## config.mk

```make
export PLATFORM = sky130hd
export DESIGN_NAME = led_strip_cursor_overlay_unit
export DESIGN_NICKNAME = d
export VERILOG_FILES = /design/src/sv/lsco_pkg.sv /design/src/sv/lsco_frame_mem.sv /design/src/sv/lsco_divider.sv /design/src/sv/lsco_ctrl.sv /design/src/sv/led_strip_cursor_overlay_unit.sv
export SDC_FILE = /design/constraint.sdc
export NUM_CORES = 2
export LEC_CHECK = 0
export ABC_AREA = 1
export BUFFER_PORTS_ARGS = -buffer_cell sky130_fd_sc_hd__buf_2
export CORE_ASPECT_RATIO = 1.5
export CORE_MARGIN = 5
export CORE_UTILIZATION = 30
export CTS_CLUSTER_DIAMETER = 100
export DETAILED_ROUTE_END_ITERATION = 12
export PLACE_DENSITY = 0.48
export SYNTH_ARGS = -nofsm -noshare
export SYNTH_HDL_FRONTEND = slang
export SYNTH_SLANG_ARGS = --single-unit
```

## constraint.sdc

```tcl
create_clock -name clk -period 6.67 [get_ports clk]
set_clock_uncertainty 0.15 [all_clocks]
set_input_delay 1.334 -clock clk [delete_from_list [all_inputs] [get_ports clk]]
set_output_delay 1.334 -clock clk [all_outputs]
set_load 0.1 [all_outputs]
```

## src/sv/lsco_pkg.sv

```systemverilog
// Shared types and constants for the LED strip cursor overlay.
package lsco_pkg;

  localparam int COLOR_W = 24;
  localparam int POS_W   = 20;
  localparam int MODE_W  = 3;
  localparam int IDX_W   = 7;
  localparam int LEN_W   = 8;

  // APB register map
  localparam int PADDR_W = 3;
  localparam int PDATA_W = 32;
  localparam logic REG_FULL_SCALE = 1'b0;  // register select, paddr[2]

  localparam logic [POS_W-1:0] FULL_SCALE_RESET = 20'd10000;

  // Command modes
  localparam logic [MODE_W-1:0] MODE_TRACK    = 3'd0;
  localparam logic [MODE_W-1:0] MODE_COMPLETE = 3'd1;
  localparam logic [MODE_W-1:0] MODE_CLEAR    = 3'd2;
  localparam logic [MODE_W-1:0] MODE_FILL     = 3'd3;
  localparam logic [MODE_W-1:0] MODE_READ     = 3'd4;

  typedef struct packed {
    logic [MODE_W-1:0]  mode;
    logic [POS_W-1:0]   motor_position;
    logic [COLOR_W-1:0] pixel_value;
    logic               leave_trail;
    logic [IDX_W-1:0]   range_start;
    logic [LEN_W-1:0]   range_length;
    logic [IDX_W-1:0]   read_index;
  } cmd_t;

endpackage

```

## src/sv/lsco_frame_mem.sv

```systemverilog
// Frame store: one write port, one registered read port.
module lsco_frame_mem import lsco_pkg::*; #(
  parameter int DEPTH = 128,
  localparam int AW = $clog2(DEPTH)
) (
  input  logic               clk,
  input  logic               we,
  input  logic [AW-1:0]      waddr,
  input  logic [COLOR_W-1:0] wdata,
  input  logic               re,
  input  logic [AW-1:0]      raddr,
  output logic [COLOR_W-1:0] rdata
);

  logic [COLOR_W-1:0] mem [DEPTH];

  always_ff @(posedge clk) begin
    if (we) begin
      mem[waddr] <= wdata;
    end
    if (re) begin
      rdata <= mem[raddr];
    end
  end

endmodule

```

## src/sv/lsco_divider.sv

```systemverilog
// Position to window start: saturate, multiply by span, restoring divide by full scale.
module lsco_divider import lsco_pkg::*; #(
  parameter int STRIP_PIXELS  = 128,
  parameter int WINDOW_PIXELS = 4,
  localparam int AW = $clog2(STRIP_PIXELS)
) (
  input  logic             clk,
  input  logic             rst,
  input  logic             start,
  input  logic [POS_W-1:0] pos,
  input  logic [POS_W-1:0] fs,
  output logic             done,
  output logic [AW-1:0]    quot
);

  localparam int SPAN = (STRIP_PIXELS > WINDOW_PIXELS) ? STRIP_PIXELS - WINDOW_PIXELS : 0;
  localparam int PW   = POS_W + AW;
  localparam int SW   = $clog2(AW);
  localparam logic [SW-1:0] STEP_LAST = SW'(AW - 1);

  typedef enum logic [3:0] {
    D_IDLE = 4'b0001,
    D_MULT = 4'b0010,
    D_LOAD = 4'b0100,
    D_RUN  = 4'b1000
  } div_state_t;

  div_state_t       phase;
  logic [POS_W-1:0] num;
  logic [POS_W-1:0] den;
  logic [PW-1:0]    prod;
  logic [POS_W-1:0] rem;
  logic [AW-1:0]    sh;
  logic [AW-1:0]    q;
  logic [SW-1:0]    step;
  logic [POS_W:0]   trial;
  logic             fits;

  // quotient < 2^AW, so only AW steps; remainder stays below den
  assign trial = {rem, sh[AW-1]};
  assign fits  = (trial >= {1'b0, den});
  assign quot  = (den == '0) ? '0 : q;

  always_ff @(posedge clk) begin
    if (rst) begin
      phase <= D_IDLE;
      done  <= 1'b0;
      step  <= '0;
    end else begin
      done <= 1'b0;
      unique case (phase)
        D_IDLE: begin
          if (start) begin
            num   <= (pos > fs) ? fs : pos;
            den   <= fs;
            phase <= D_MULT;
          end
        end
        D_MULT: begin
          prod  <= PW'(num) * PW'(SPAN);
          phase <= D_LOAD;
        end
        D_LOAD: begin
          rem   <= prod[PW-1:AW];
          sh    <= prod[AW-1:0];
          q     <= '0;
          step  <= '0;
          phase <= D_RUN;
        end
        D_RUN: begin
          if (fits) begin
            rem <= POS_W'(trial - {1'b0, den});
          end else begin
            rem <= trial[POS_W-1:0];
          end
          q  <= {q[AW-2:0], fits};
          sh <= {sh[AW-2:0], 1'b0};
          if (step == STEP_LAST) begin
            phase <= D_IDLE;
            done  <= 1'b1;
          end else begin
            step <= step + 1'b1;
          end
        end
        default: phase <= D_IDLE;
      endcase
    end
  end

endmodule

```

## src/sv/lsco_ctrl.sv

```systemverilog
// Command sequencer: walks the frame store, takes a new command only when idle, keeps cursor and saved pixels.
module lsco_ctrl import lsco_pkg::*; #(
  parameter int STRIP_PIXELS  = 128,
  parameter int WINDOW_PIXELS = 4,
  localparam int AW = $clog2(STRIP_PIXELS)
) (
  input  logic               clk,
  input  logic               rst,
  input  logic               launch,
  input  cmd_t               cmd_in,
  output logic               busy,
  output logic               done,
  output logic [COLOR_W-1:0] read_color,
  output logic [IDX_W-1:0]   cursor_start,
  // frame store
  output logic               mem_we,
  output logic [AW-1:0]      mem_waddr,
  output logic [COLOR_W-1:0] mem_wdata,
  output logic               mem_re,
  output logic [AW-1:0]      mem_raddr,
  input  logic [COLOR_W-1:0] mem_rdata,
  // divider
  output logic               div_start,
  output logic [POS_W-1:0]   div_pos,
  input  logic               div_done,
  input  logic [AW-1:0]      div_quot
);

  localparam int XW   = ((AW > LEN_W) ? AW : LEN_W) + 1;
  localparam int AW1  = AW + 1;
  localparam int WIW  = (WINDOW_PIXELS > 1) ? $clog2(WINDOW_PIXELS) : 1;
  localparam int WRAP = (STRIP_PIXELS / 2 > WINDOW_PIXELS / 2) ?
                        STRIP_PIXELS / 2 - WINDOW_PIXELS / 2 : 0;

  localparam logic [XW-1:0]  STRIP_X     = XW'(STRIP_PIXELS);
  localparam logic [XW-1:0]  WIN_LAST    = XW'(WINDOW_PIXELS - 1);
  localparam logic [XW-1:0]  WIN_CNT     = XW'(WINDOW_PIXELS);
  localparam logic [XW-1:0]  PAIR_LAST   = XW'(2 * WINDOW_PIXELS - 1);
  localparam logic [XW-1:0]  STRIP_LAST  = XW'(STRIP_PIXELS - 1);
  localparam logic [AW-1:0]  MIRROR_BASE = AW'(STRIP_PIXELS - 1);
  localparam logic [AW1-1:0] WRAP_X      = AW1'(WRAP);

  typedef enum logic [10:0] {
    S_IDLE      = 11'b000_0000_0001,
    S_RESTORE   = 11'b000_0000_0010,
    S_DIV       = 11'b000_0000_0100,
    S_SAVE      = 11'b000_0000_1000,
    S_BLANK     = 11'b000_0001_0000,
    S_ADVANCE   = 11'b000_0010_0000,
    S_SWEEP     = 11'b000_0100_0000,
    S_PAINT     = 11'b000_1000_0000,
    S_FILL      = 11'b001_0000_0000,
    S_READ      = 11'b010_0000_0000,
    S_READ_WAIT = 11'b100_0000_0000
  } state_t;

  state_t             state;
  cmd_t               cmd;
  logic [XW-1:0]      cnt;
  logic [AW-1:0]      ws;
  logic [COLOR_W-1:0] saved [WINDOW_PIXELS];
  logic               sweep_paint;

  logic [XW-1:0]      step_off;
  logic [XW-1:0]      win_idx;
  logic               win_ok;
  logic [XW-1:0]      save_rd_idx;
  logic               save_rd_ok;
  logic [XW-1:0]      fill_idx;
  logic               fill_ok;
  logic               fill_end;
  logic               read_ok;
  logic [AW-1:0]      pair_addr;
  logic [WIW-1:0]     sv_idx;
  logic [AW1-1:0]     ws_inc;

  always_comb begin
    unique case (state) inside
      S_SAVE:           step_off = cnt - 1'b1;   // write side trails the read by one
      S_BLANK, S_PAINT: step_off = cnt >> 1;     // even: pixel, odd: mirror
      default:          step_off = cnt;
    endcase
  end

  assign win_idx     = XW'(ws) + step_off;
  assign win_ok      = (win_idx < STRIP_X);
  assign save_rd_idx = XW'(ws) + cnt;
  assign save_rd_ok  = (save_rd_idx < STRIP_X);
  assign fill_idx    = XW'(cmd.range_start) + cnt;
  assign fill_ok     = (fill_idx < STRIP_X);
  assign fill_end    = (cnt == XW'(cmd.range_length)) || !fill_ok;
  assign read_ok     = (XW'(cmd.read_index) < STRIP_X);
  assign pair_addr   = cnt[0] ? (MIRROR_BASE - win_idx[AW-1:0]) : win_idx[AW-1:0];
  assign sv_idx      = step_off[WIW-1:0];
  assign ws_inc      = AW1'(ws) + 1'b1;

  assign busy         = (state != S_IDLE);
  assign cursor_start = IDX_W'(ws);
  assign div_start    = (state == S_RESTORE) && (cnt == WIN_LAST);
  assign div_pos      = cmd.motor_position;

  always_comb begin
    mem_we    = 1'b0;
    mem_waddr = '0;
    mem_wdata = '0;
    mem_re    = 1'b0;
    mem_raddr = '0;
    unique case (state)
      S_RESTORE: begin
        mem_we    = win_ok;
        mem_waddr = win_idx[AW-1:0];
        mem_wdata = saved[sv_idx];
      end
      S_SAVE: begin
        mem_we    = (cnt != '0) && win_ok;
        mem_waddr = win_idx[AW-1:0];
        mem_wdata = cmd.pixel_value;
        mem_re    = (cnt < WIN_CNT) && save_rd_ok;
        mem_raddr = save_rd_idx[AW-1:0];
      end
      S_BLANK: begin
        mem_we    = win_ok;
        mem_waddr = pair_addr;
      end
      S_PAINT: begin
        mem_we    = win_ok;
        mem_waddr = pair_addr;
        mem_wdata = cmd.pixel_value;
      end
      S_SWEEP: begin
        mem_we    = 1'b1;
        mem_waddr = cnt[AW-1:0];
      end
      S_FILL: begin
        mem_we    = !fill_end;
        mem_waddr = fill_idx[AW-1:0];
        mem_wdata = cmd.pixel_value;
      end
      S_READ: begin
        mem_re    = read_ok;
        mem_raddr = AW'(cmd.read_index);
      end
      default: begin
      end
    endcase
  end

  always_ff @(posedge clk) begin
    if (rst) begin
      state       <= S_SWEEP;   // clear the frame store after reset
      cnt         <= '0;
      ws          <= '0;
      sweep_paint <= 1'b0;
      done        <= 1'b0;
      read_color  <= '0;
      for (int i = 0; i < WINDOW_PIXELS; i++) begin
        saved[i] <= '0;
      end
    end else begin
      done <= 1'b0;
      unique case (state)
        S_IDLE: begin
          if (launch) begin
            cmd <= cmd_in;
            cnt <= '0;
            case (cmd_in.mode)
              MODE_TRACK:    state <= S_RESTORE;
              MODE_COMPLETE: state <= cmd_in.leave_trail ? S_ADVANCE : S_BLANK;
              MODE_CLEAR: begin
                ws         <= '0;
                done       <= 1'b1;
                read_color <= '0;
              end
              MODE_FILL:     state <= S_FILL;
              MODE_READ:     state <= S_READ;
              default: begin
                done       <= 1'b1;
                read_color <= '0;
              end
            endcase
          end
        end
        S_RESTORE: begin
          if (cnt == WIN_LAST) begin
            cnt   <= '0;
            state <= S_DIV;
          end else begin
            cnt <= cnt + 1'b1;
          end
        end
        S_DIV: begin
          if (div_done) begin
            ws    <= div_quot;
            state <= S_SAVE;
          end
        end
        S_SAVE: begin
          if (cnt != '0) begin
            saved[sv_idx] <= win_ok ? mem_rdata : '0;
          end
          if (cnt == WIN_CNT) begin
            cnt        <= '0;
            state      <= S_IDLE;
            done       <= 1'b1;
            read_color <= '0;
          end else begin
            cnt <= cnt + 1'b1;
          end
        end
        S_BLANK: begin
          if (cnt == PAIR_LAST) begin
            cnt   <= '0;
            state <= S_ADVANCE;
          end else begin
            cnt <= cnt + 1'b1;
          end
        end
        S_ADVANCE: begin
          if (ws_inc >= WRAP_X) begin
            ws <= '0;
            if (cmd.leave_trail) begin
              sweep_paint <= 1'b1;
              state       <= S_SWEEP;
            end else begin
              state <= S_PAINT;
            end
          end else begin
            ws    <= ws_inc[AW-1:0];
            state <= S_PAINT;
          end
        end
        S_SWEEP: begin
          if (cnt == STRIP_LAST) begin
            cnt         <= '0;
            sweep_paint <= 1'b0;
            state       <= sweep_paint ? S_PAINT : S_IDLE;
          end else begin
            cnt <= cnt + 1'b1;
          end
        end
        S_PAINT: begin
          if (cnt == PAIR_LAST) begin
            cnt        <= '0;
            state      <= S_IDLE;
            done       <= 1'b1;
            read_color <= '0;
          end else begin
            cnt <= cnt + 1'b1;
          end
        end
        S_FILL: begin
          if (fill_end) begin
            cnt        <= '0;
            state      <= S_IDLE;
            done       <= 1'b1;
            read_color <= '0;
          end else begin
            cnt <= cnt + 1'b1;
          end
        end
        S_READ: state <= S_READ_WAIT;
        S_READ_WAIT: begin
          state      <= S_IDLE;
          done       <= 1'b1;
          read_color <= read_ok ? mem_rdata : '0;
        end
        default: state <= S_IDLE;
      endcase
    end
  end

endmodule

```

## src/sv/led_strip_cursor_overlay_unit.sv

```systemverilog
// Top level of the LED strip cursor overlay: config register, sequencer, frame store, divider.
//
//  channel   | ports                                          | handshake
//  ----------+------------------------------------------------+---------------------------
//  command   | start, busy, mode .. read_index                | word taken when start & !busy
//  result    | done, read_color, cursor_start                 | one-cycle strobe, no stall
//  config    | psel penable pwrite paddr pwdata prdata pready | APB, write on access phase
//
// The single frame store write port sets most of the run time of a word, and the
// bit-per-cycle divider sets that of track; a complete step with a trail that wraps
// also sweeps the whole strip, and clear and unknown modes answer without raising busy.
// After reset the frame store is swept to black with busy high.
// The result strobe cannot be held off; busy drops in the strobe cycle.
module led_strip_cursor_overlay_unit import lsco_pkg::*; #(
  parameter int STRIP_PIXELS  = 128,
  parameter int WINDOW_PIXELS = 4
) (
  input  logic               clk,
  input  logic               rst,
  // command
  input  logic               start,
  output logic               busy,
  input  logic [MODE_W-1:0]  mode,
  input  logic [POS_W-1:0]   motor_position,
  input  logic [COLOR_W-1:0] pixel_value,
  input  logic               leave_trail,
  input  logic [IDX_W-1:0]   range_start,
  input  logic [LEN_W-1:0]   range_length,
  input  logic [IDX_W-1:0]   read_index,
  // result
  output logic               done,
  output logic [COLOR_W-1:0] read_color,
  output logic [IDX_W-1:0]   cursor_start,
  // config
  input  logic               psel,
  input  logic               penable,
  input  logic               pwrite,
  input  logic [PADDR_W-1:0] paddr,
  input  logic [PDATA_W-1:0] pwdata,
  output logic [PDATA_W-1:0] prdata,
  output logic               pready
);

  localparam int AW = $clog2(STRIP_PIXELS);

  logic [POS_W-1:0]   full_scale;
  logic               cfg_wr;
  logic               launch;
  cmd_t               cmd;

  logic               mem_we;
  logic [AW-1:0]      mem_waddr;
  logic [COLOR_W-1:0] mem_wdata;
  logic               mem_re;
  logic [AW-1:0]      mem_raddr;
  logic [COLOR_W-1:0] mem_rdata;

  logic               div_start;
  logic [POS_W-1:0]   div_pos;
  logic               div_done;
  logic [AW-1:0]      div_quot;

  // APB: pready tied high; one register, selected by paddr[2]
  assign pready = 1'b1;
  assign cfg_wr = psel && penable && pwrite && (paddr[2] == REG_FULL_SCALE);
  assign prdata = (paddr[2] == REG_FULL_SCALE) ? PDATA_W'(full_scale) : '0;

  always_ff @(posedge clk) begin
    if (rst) begin
      full_scale <= FULL_SCALE_RESET;
    end else if (cfg_wr) begin
      full_scale <= pwdata[POS_W-1:0];
    end
  end

  assign launch = start && !busy;

  always_comb begin
    cmd.mode           = mode;
    cmd.motor_position = motor_position;
    cmd.pixel_value    = pixel_value;
    cmd.leave_trail    = leave_trail;
    cmd.range_start    = range_start;
    cmd.range_length   = range_length;
    cmd.read_index     = read_index;
  end

  lsco_frame_mem #(
    .DEPTH (STRIP_PIXELS)
  ) u_mem (
    .clk   (clk),
    .we    (mem_we),
    .waddr (mem_waddr),
    .wdata (mem_wdata),
    .re    (mem_re),
    .raddr (mem_raddr),
    .rdata (mem_rdata)
  );

  lsco_divider #(
    .STRIP_PIXELS  (STRIP_PIXELS),
    .WINDOW_PIXELS (WINDOW_PIXELS)
  ) u_div (
    .clk   (clk),
    .rst   (rst),
    .start (div_start),
    .pos   (div_pos),
    .fs    (full_scale),
    .done  (div_done),
    .quot  (div_quot)
  );

  lsco_ctrl #(
    .STRIP_PIXELS  (STRIP_PIXELS),
    .WINDOW_PIXELS (WINDOW_PIXELS)
  ) u_ctrl (
    .clk          (clk),
    .rst          (rst),
    .launch       (launch),
    .cmd_in       (cmd),
    .busy         (busy),
    .done         (done),
    .read_color   (read_color),
    .cursor_start (cursor_start),
    .mem_we       (mem_we),
    .mem_waddr    (mem_waddr),
    .mem_wdata    (mem_wdata),
    .mem_re       (mem_re),
    .mem_raddr    (mem_raddr),
    .mem_rdata    (mem_rdata),
    .div_start    (div_start),
    .div_pos      (div_pos),
    .div_done     (div_done),
    .div_quot     (div_quot)
  );

endmodule

```

==> results.txt <==
overall via count from detail_route - 97300
Synth warnings - 0
reg-to-reg setup timing slack - 0.77 ns
post-CTS resize count - 0
number of standard cells in the final layout excluding fillers - 19000
number of nets with antenna violations after detailed routing - 0
dpl cell area - 0.154 mm²
type of the setup path with the least slack - reg2reg
VDD IR max - 312 µV
floorplan die height - 863 µm
Die Wd - 578 µm
origin of the critical flop-to-flop path - u_ctrl.state[10]
clock tree from TritonCTS - built
number of clock sinks - 3437
initial core utilization - 0.301
startpoint types - flip-flop
Post-Syn Area - 0.145 mm²
most frequently used flop master after synthesis - sky130_fd_sc_hd__edfxtp_1
setup slack after placement - 0.899 ns
largest family of logic cells by synthesized area - simple AND/OR/NAND/NOR gates
setup_tns - 0 ns
number of buffers inserted to repair setup after CTS - 0
part of the Yosys area used for sequential elements - 0.704
result of the run - finished, final reports clean
unrepaired setup endpoints after global routing - no
initial antenna violation count - 19
Slowest cell on crit path - sky130_fd_sc_hd__nor3_1
cell taking the most area after synthesis - sky130_fd_sc_hd__edfxtp_1
remaining global-route overflow - 0
number of CTS-inserted buffers - 323
detail-routed via count per cell - 5.11
leakage dissipation - 56.8 nW
max-slew violation total from the final report - 0
floorplan die area - 0.499 mm²
clock latency at the later pin of the worst-skew pair - 0.93 ns
# hold bufs at CTS - 0
Clock H-tree levels - 5
fraction of the cycle the final worst path needs - 0.884
fraction of registers with async set/reset - 0
xor and xnor fraction of the mapped netlist area - 0.00331
clock root buffer - sky130_fd_sc_hd__clkbuf_16
Max transition margin - 0.219
FF-to-FF End - u_mem.mem[6][9]
drt pass-1 iters - 5
number of violations reported at the end of detailed-routing iteration 0 - 8950
cell types occupying the most area after synthesis - sky130_fd_sc_hd__edfxtp_1, sky130_fd_sc_hd__nand3_1, sky130_fd_sc_hd__nand2_1, sky130_fd_sc_hd__dfxtp_1, sky130_fd_sc_hd__clkbuf_1
endpoint of the worst hold-timing path - u_ctrl.read_color[16]
signed area change from the synthesized netlist to the final layout - 13.3%
final setup fails - 0
Simple-Gate Fraction of Synth Area - 0.224
chain of cells forming the critical path - nor2_1 -> nand2_2 -> nor2_4 -> nand2_2 -> nand2_4 -> inv_2 -> nand3_1 -> nand3_2 -> ha_1 -> fa_1 -> nand3_1 -> nand2_1 -> nand2_1 -> nand2_1 -> nor2_1 -> nor3_1 -> nor3_1 -> inv_1 -> nor2_1 -> buf_4 -> nand3_1 -> nor2_2 -> buf_4
GRT Util Overall - 0.184
multiplexer area fraction after synthesis - 0
share of post-route cells with drive strength above 1 - 0.0931
standard-cell rows - 313
Data required, critical path - 7.08 ns
worst reg2reg path depth - 23
number of placed cells counting well taps - 18500
number of flops mapped to enable cells by yosys - 3356
ratio of total power to cell area - 287 mW/mm²
number of global-route vias before repair - 94400
number of I/O pins - 177
Synth Instances - 12400
fin nets - 12600
worst hold path depth - 2
register bit total from synthesis - 3437
max-cap viol count - 0
Synth Area in Adders - 0.0165
Longest Clk Path Bufs - 4
syn_area_per_cell - 11.8 µm²
weighted congestion at the end of routability-driven global placement - 0.847
actual slew at the worst max-slew pin - 1.17 ns
area occupied by multi-input gates - 0.0383 mm²
DRC viols - 0
Crit path largest cell delay - 0.71 ns
wire length of the first global-routing pass - 682000 µm
final hold slack - 0.291 ns
signal arrival time at the worst endpoint - 6.31 ns
upper clock frequency limit - 170 MHz
number of distinct library cells after synthesis - 56
clock edge transition at the registers on the reported setup and hold paths - 0.07 ns
area share of the largest cell type after synthesis - 0.693
final design instance area without fill - 0.165 mm²
Detailed Place HPWL - 271000 µm
path type of the worst min-delay path - reg2reg
Core Region - 0.484 mm²
Wirelength per Cell - 25.1 µm
combined flip-flop and latch cell area - 0.102 mm²
Worst Path Max Fanout - 24
number of fill cells - 47500
total routed wirelength - 479000 µm
launch point of the worst hold path - u_ctrl.read_color[16]
largest net degree at the start of global routing - 175
Period minus WS final - 5.90 ns
final hold viol count - 0
PortBufs - 149
Compound-Gate Fraction of Synth Area - 0.0140
min setup slack post-route - 0.773 ns
critical path endpoint category - flip-flop
synth_stat cells, drive strengths merged (2+ instances only):
| cell | count |
|---|---|
| a211oi | 5 |
| a21o | 4 |
| a21oi | 156 |
| a31oi | 7 |
| and3 | 2 |
| buf | 494 |
| clkbuf | 382 |
| clkinv | 2 |
| conb | 2 |
| dfxtp | 81 |
| edfxtp | 3356 |
| fa | 57 |
| ha | 101 |
| inv | 258 |
| nand2 | 2553 |
| nand3 | 4177 |
| nand4 | 23 |
| nor2 | 389 |
| nor3 | 23 |
| nor3b | 2 |
| nor4 | 12 |
| o211a | 2 |
| o211ai | 15 |
| o21a | 3 |
| o21ai | 151 |
| o21bai | 3 |
| o221ai | 5 |
| o22ai | 18 |
| o31ai | 2 |
| or2 | 13 |
| xnor2 | 21 |
| xor2 | 34 |
sequential cells by signal, indices dropped and copies added (netlist names):
name and cells:
u_div.step 3, u_div.sh 5, u_ctrl.saved 96, u_div.q 7
u_ctrl.cursor_start 7, u_ctrl.div_pos 20, u_ctrl.done 1, u_ctrl.cnt 9
u_div.phase 4, u_div.num 20, u_div.done 1, u_mem.mem 3072
u_ctrl.sweep_paint 1, u_div.prod 25, u_ctrl.read_color 24, u_div.den 20
u_ctrl.state 11, full_scale 20, u_mem.rdata 24, u_div.rem 20
u_ctrl.cmd 47
cells in the final DEF (no fill, tap or decap), drive strengths merged, types with 3 or more instances in the layout:
cell type  instances
a211oi             5
a21o               4
a21oi            156
a31oi              7
buf              508
bufinv            28
clkbuf           412
clkinv           126
clkinvlp           7
conb              13
dfxtp             81
diode              7
edfxtp          3356
fa                57
ha               101
inv              264
nand2           2553
nand3           4177
nand4             23
nor2             389
nor3              23
nor4              12
o211ai            15
o21a               3
o21ai            151
o21bai             3
o221ai             5
o22ai             18
or2               13
xnor2             21
xor2              34
critical path: cells and delay by family, from the launching register on:
family / cells / cell delay, ns
adders and majority gates: 2 / 0.67
buffers and inverters: 4 / 0.98
DFF: 1 / 0.32
and+or+nand+nor: 17 / 3.34
per-layer routing:
layer,up-vias,part of all wire,GRT usage
met5,-,0.000058,0
met4,4,0.047,0.0778
met3,744,0.054,0.0206
met2,3163,0.50,0.323
met1,48900,0.40,0.230
li1,44500,-,-
where the power goes:
group / internal (mW) / leakage [nW] / switching (mW)
registers: 24.4 / 31.2 / 0.103
clock network: 10.3 / 5.01 / 8.24
logic: 0.720 / 20.6 / 3.45
total: 35.5 / 56.8 / 11.8
worst max-delay path by stage:
stage	start	endpoint	depth (start not counted)	slack, ns
6_report	u_ctrl.state[10]	u_mem.mem[6][9]	23	0.77
5_1_grt	u_ctrl.state[10]	u_mem.mem[6][6]	23	0.56
4_1_cts	u_ctrl.state[10]	u_mem.mem[2][8]	23	0.85
3_5_place_dp	u_ctrl.state[10]	u_mem.mem[4][9]	23	0.90
3_3_place_gp	u_ctrl.state[10]	u_mem.mem[2][8]	23	0.78
2_1_floorplan	rst	u_div.den[0]	2	0.53
cell families after synthesis:
logic type,Yosys count
flops,3437
buf+inv,1136
compound gates,376
fa+ha+maj,158
simple gates,7198
xor+xnor,55
other cells,2
final cells by class:
type	count	share of cell area
diodes	7	0.000106
flip-flops and latches	3437	0.622
clock buffers	412	0.0527
inverters	260	0.00613
well taps	6457	0.0491
clock inverters	165	0.00955
multi-input cells	7800	0.233
repair buffers	508	0.0278
per-stage QoR:
stage	power (mW)	util
floorplan	27.4	-
global placement	29.2	0.319
detailed placement	29.2	0.319
CTS	47.7	0.340
global route	48.6	0.340
finish	47.2	0.340
No activity file was read; power rests on OpenSTA's default activity.
